`src/rtl/ragr_pkg.sv`:
```
// Shared types and constants for the rational accumulate / gcd reduce block.
// No dependencies; used by the controller, datapath, divider, top level and testbench.
package ragr_pkg;

	localparam int VW = 64;

	localparam logic [1:0] OP_ADD = 2'd0;
	localparam logic [1:0] OP_SUB = 2'd1;
	localparam logic [1:0] OP_MUL = 2'd2;
	localparam logic [1:0] OP_DIV = 2'd3;

	localparam logic [1:0] ST_OK   = 2'd0;
	localparam logic [1:0] ST_TYPE = 2'd1;
	localparam logic [1:0] ST_OVF  = 2'd2;

	// Datapath commands issued by the controller.
	typedef struct packed {
		logic load;      // load accumulator from operand
		logic mul_start; // start the cross products
		logic gcd_start; // narrow, fix signs, start Euclid
		logic div_start; // start the divisions by the gcd
		logic commit;    // write reduced pair to accumulator
	} dp_cmd_t;

	// Datapath status back to the controller.
	typedef struct packed {
		logic mul_done;
		logic gcd_done;
		logic gcd_zero;
		logic div_done;
	} dp_stat_t;

endpackage

```
`src/rtl/ragr_ctrl.sv`:
```
// Controller state machine: request decode, list flags, command sequencing
// and the result register. Depends on ragr_pkg.
module ragr_ctrl (
	input  logic                clk,
	input  logic                arst_n,
	input  logic                in_valid,
	output logic                in_stall,
	input  logic                first_of_list,
	input  logic                last_of_list,
	input  logic                operand_absent,
	input  logic                operand_not_number,
	output ragr_pkg::dp_cmd_t   cmd,
	input  ragr_pkg::dp_stat_t  stat,
	input  logic                ovf,
	input  logic [ragr_pkg::VW-1:0] acc_n,
	input  logic [ragr_pkg::VW-1:0] acc_d,
	output logic                out_valid,
	input  logic                out_stall,
	output logic [63:0]         result_num,
	output logic [63:0]         result_den,
	output logic [1:0]          status
);
	localparam logic [2:0] S_IDLE = 3'd0;
	localparam logic [2:0] S_MUL  = 3'd1;
	localparam logic [2:0] S_GCD  = 3'd2;
	localparam logic [2:0] S_DIV  = 3'd3;
	localparam logic [2:0] S_DONE = 3'd4;
	localparam logic [2:0] S_OUT  = 3'd5;

	logic [2:0] state_q;
	logic       terr_q, loaded_q, last_q;
	logic       acc;

	assign in_stall = (state_q != S_IDLE) || (out_valid && out_stall);
	assign acc = in_valid && !in_stall;

	always_comb begin
		cmd = '0;
		cmd.load = acc && first_of_list && !operand_absent && !operand_not_number;
		cmd.mul_start = acc && !first_of_list && loaded_q && !operand_absent &&
		                !operand_not_number && !terr_q;
		cmd.gcd_start = (state_q == S_MUL) && stat.mul_done;
		cmd.div_start = (state_q == S_GCD) && stat.gcd_done && !stat.gcd_zero;
		cmd.commit = (state_q == S_DONE);
	end

	// Sequencing of one combine, and the output register.
	always_ff @(posedge clk or negedge arst_n) begin
		if (!arst_n) begin
			state_q    <= S_IDLE;
			terr_q     <= 1'b0;
			loaded_q   <= 1'b0;
			last_q     <= 1'b0;
			out_valid  <= 1'b0;
			result_num <= '0;
			result_den <= '0;
			status     <= ragr_pkg::ST_OK;
		end else begin
			if (out_valid && !out_stall) out_valid <= 1'b0;
			unique case (state_q)
				S_IDLE: if (acc) begin
					last_q <= last_of_list;
					if (first_of_list) begin
						terr_q   <= operand_absent || operand_not_number;
						loaded_q <= 1'b1;
					end else if (!loaded_q || (operand_not_number && !operand_absent))
						terr_q <= 1'b1;
					if (cmd.mul_start) state_q <= S_MUL;
					else if (last_of_list) state_q <= S_OUT;
				end
				S_MUL: if (stat.mul_done) state_q <= S_GCD;
				S_GCD: if (stat.gcd_done) state_q <= stat.gcd_zero ? S_DONE : S_DIV;
				S_DIV: if (stat.div_done) state_q <= S_DONE;
				S_DONE: state_q <= last_q ? S_OUT : S_IDLE;
				S_OUT: begin
					out_valid <= 1'b1;
					loaded_q  <= 1'b0;
					if (terr_q) begin
						result_num <= '0;
						result_den <= '0;
						status     <= ragr_pkg::ST_TYPE;
					end else begin
						result_num <= 64'(signed'(acc_n));
						result_den <= 64'(signed'(acc_d));
						status     <= ovf ? ragr_pkg::ST_OVF : ragr_pkg::ST_OK;
					end
					state_q <= S_IDLE;
				end
				default: state_q <= S_IDLE;
			endcase
		end
	end
endmodule

```
`config.mk`:
```
export PLATFORM = sky130hd
export DESIGN_NAME = ragr_ctrl
export DESIGN_NICKNAME = d
export VERILOG_FILES = /design/src/rtl/ragr_pkg.sv /design/src/rtl/ragr_ctrl.sv
export SDC_FILE = /design/constraint.sdc
export NUM_CORES = 1
export LEC_CHECK = 0
export BUFFER_PORTS_ARGS = -buffer_cell sky130_fd_sc_hd__buf_2
export CAP_MARGIN = 30
export CORE_MARGIN = 2
export CORE_UTILIZATION = 50
export DETAILED_ROUTE_END_ITERATION = 10
export PLACE_DENSITY = 0.88
export SLEW_MARGIN = 20
export SYNTH_ARGS = -nofsm -noshare
export SYNTH_HDL_FRONTEND = slang
export SYNTH_SLANG_ARGS = --single-unit
```
`constraint.sdc`:
```
create_clock -name clk -period 4.5 [get_ports clk]
set_input_delay 0.9 -clock clk [delete_from_list [all_inputs] [get_ports clk]]
set_output_delay 0.9 -clock clk [all_outputs]
set_load 0.02 [all_outputs]
```
==> flow_summary.yaml <==
timing:
  setup_viol: 0
  relSlewSlack_pct: 49.91
  slew_viol_final: 0
  max_freq_mhz: 344.7
  fin_ws_ns: 1.599
  clock_skew_ns: 0.005602
  tns_ns: 0
  period_minus_slack_ns: 2.901
  hold_viol: 0
  min_period_over_period_pct: 64.47
  rsz0062_at_grt: "false"
  worst_slew_pin_slew_ns: 0.7514
yosys:
  synth_area_per_cell_um2: 9.477
  synthMostInstantiatedCell: "dfrtp_1"
  synth_nets: 756
  synth_area_leader_cell: "dfrtp_1"
  synth_edf_count: 0
  synth_top_flop_cell: "dfrtp_1"
  synth_top_family_by_area: "simple AND/OR/NAND/NOR gates"
  synth_top_area_share_pct: 58.82
  synthAdderAreaFrac_pct: 0
  netlist_area_um2: 5828
  synth_area_leaders: "dfrtp_1 59%, nand2b_1 14%, o21ai_1 11%, nand2_1 8.6%, clkbuf_1 2.0%"
  ys_ff_latch: 137
  async_flop_share_pct: 100.0
  synthMuxAreaShare_pct: 0.3864
  synth.top_cells.by_count: "137 x dfrtp_1, 134 x nand2_1, 130 x nand2b_1, 130 x o21ai_1, 31 x clkbuf_1"
  syn_inst: 615
  synthXorXnorAreaFrac_pct: 0
  synth-simple-area-share_pct: 24.84
  yosys_warnings: 0
  synth-seq-area-share_pct: 58.82
  synth_compound_area_share_pct: 12.60
  synth_cell_types: 29
clock_network:
  cts.sinks: 137
  cts_resized: 0
  cts-root-buf: "clkbuf_16"
  clk_latency_ns: 0.41
  clkTransAtPathRegs_ns: 0.05
  post_cts_buffers: 0
  cts_buffers: 17
  cts_max_level: 4
  cts_hold_buffers: 0
  tritoncts: "built"
  clockBufferDepth: 2
route:
  initialDrtViolationCount: 467
  wirelength_um: 14410
  dr.pass1.iters: 4
  num_vias: 5007
  drc: 0
  drt-wirelength-per-cell_um: 14.04
  routed_via_density: 4.880
  antenna_left: 0
critical_path:
  crit_start: "first_of_list"
  r2r-start: "state_q[1]"
  r2r_cells: 5
  critPathLaunchType: "primary input"
  ff2ff_setup_slack_ns: 2.77
  crit_arrival_ns: 2.00
  cp-end-kind: "output pin"
  rr_endpoint: "result_den[36]"
  critPathMaxFanout: 3
  worstSetupPathType: "primary input to output pin"
  crit_required_ns: 3.60
placement:
  placed_cell_area_um2: 7295
  hpwl_um: 9996
  dp.cells: 996
  placement.io_buffers: 277
  pre_cts_ws_ns: 1.617
  place_congestion: 0.7794
worst_hold_path:
  hold_end: "result_den[62]"
  min-delay-start: "result_den[62]"
  hp-class: "register to register"
  whs_path_depth: 2
cells_and_area:
  postLayoutCellArea_um2: 7821
  n_fill_cell: 900
  syn_to_final_growth_pct: 34.20
  instances_no_fill: 1026
  layout.nets: 1014
  layout-drive-gt1-share_pct: 34.88
  diodes: 0
power_and_ir_drop:
  vdd_drop_max_mv: 0.5114
  power_density_nw_per_um2: 767.8
  p_leak_nw: 4.047
grt:
  grt_pass1_wl_um: 23560
  antenna_found_initial: 0
  grt_overflow: 0
  grt_max_degree: 142
  grt_use_total_pct: 23.83
  grt_pass1_vias: 4879
die:
  core_um2: 11420
  start_util_pct: 51.04
  rows: 39
  dieArea_um2: 12540
  fp.dieW_um: 112.0
  die_h_um: 112.0
  io_pins: 278
run:
  maxCapViolCount: 0
outcome:
  status: "complete, no violations"
==> critical path, cell delays in order <==
cell    delay [ns]
buf_2         0.11
or3b_1        0.37
or3_1         0.35
nor2_1        0.10
buf_2         0.17
==> metrics by stage <==
step / power (mW) / hold slack (ns) / util [%]
global route: 6.433 / 0.4911 / 68.50
finish: 6.005 / 0.4762 / 68.50
global placement: 4.724 / 0.4614 / 63.64
CTS: 6.051 / 0.4807 / 68.32
detailed placement: 4.825 / 0.4696 / 63.88
floorplan: 3.876 / 0.4768 / -
==> registers in the layout, summed over array words and instances (netlist names) <==
register,flops
result_den,64
result_num,64
state_q,3
status,2
last_q,1
loaded_q,1
out_valid,1
terr_q,1
==> area by class of cell <==
cell class	count	area (um2)	share of cell area, %
Timing Repair Buffer	284	1490	19.05
Sequential cell	137	3430	43.85
Clock inverter	3	17.52	0.2240
Multi-Input combinational cell	430	2205	28.19
Tap cell	143	178.9	2.288
Clock buffer	26	489.2	6.255
Inverter	3	11.26	0.1440
==> placed cells by master (no fill, tap or decap) <==
cell,netlist,final
a21boi_1,1,1
a21o_1,1,1
a21oi_1,3,3
a221oi_1,1,1
a311oi_1,1,1
a31oi_1,1,1
and2_1,1,1
and3_1,2,2
buf_12,0,2
buf_16,0,1
buf_2,12,276
buf_4,0,4
buf_6,0,1
clkbuf_1,31,6
clkbuf_16,0,17
clkbuf_8,0,3
clkinv_2,0,2
clkinvlp_4,0,1
dfrtp_1,137,136
dfrtp_2,0,1
inv_1,3,3
mux2_1,2,2
nand2_1,134,134
nand2b_1,130,130
nand3_1,1,1
nand3b_1,2,2
nand4_1,2,2
nor2_1,4,4
nor2b_1,2,2
nor3_1,4,4
nor4b_1,2,2
o211a_1,1,1
o21ai_0,2,2
o21ai_1,130,130
o311a_1,1,1
or3_1,1,1
or3b_1,1,1
==> how the worst max path moves through the flow <==
| stage | cells past startpoint | slack (ns) | to |
|---|---|---|---|
| floorplan | 3 | 1.71 | cmd[3] |
| global placement | 5 | 1.62 | cmd[3] |
| detailed placement | 5 | 1.62 | cmd[3] |
| CTS | 5 | 1.61 | cmd[3] |
| global route | 5 | 1.57 | cmd[3] |
| finish | 5 | 1.60 | cmd[3] |
==> where the power goes <==
| part | switching (mW) | internal, mW | total [mW] | leakage (nW) |
|---|---|---|---|---|
| clock network | 0.463 | 0.736 | 1.20 | 0.246 |
| logic | 1.68 | 0.966 | 2.65 | 2.03 |
| registers | 0.325 | 1.83 | 2.16 | 1.77 |
| total | 2.47 | 3.54 | 6.01 | 4.05 |
==> per-layer routing <==
layer	part of all wire (%)	GRT usage (%)
met1	40	29.02
met2	50	40.69
met4	2.4	9.187
met5	0	0
met3	6.9	6.424
==> logic make-up (layout without fill, tap and decap cells) <==
kind of cell | count (synthesis) | count (layout)
flops | 137 | 137
mux | 2 | 2
simple gates | 286 | 286
buf+inv | 48 | 316
compound gates | 142 | 142
No activity file was read; power rests on OpenSTA's default activity.
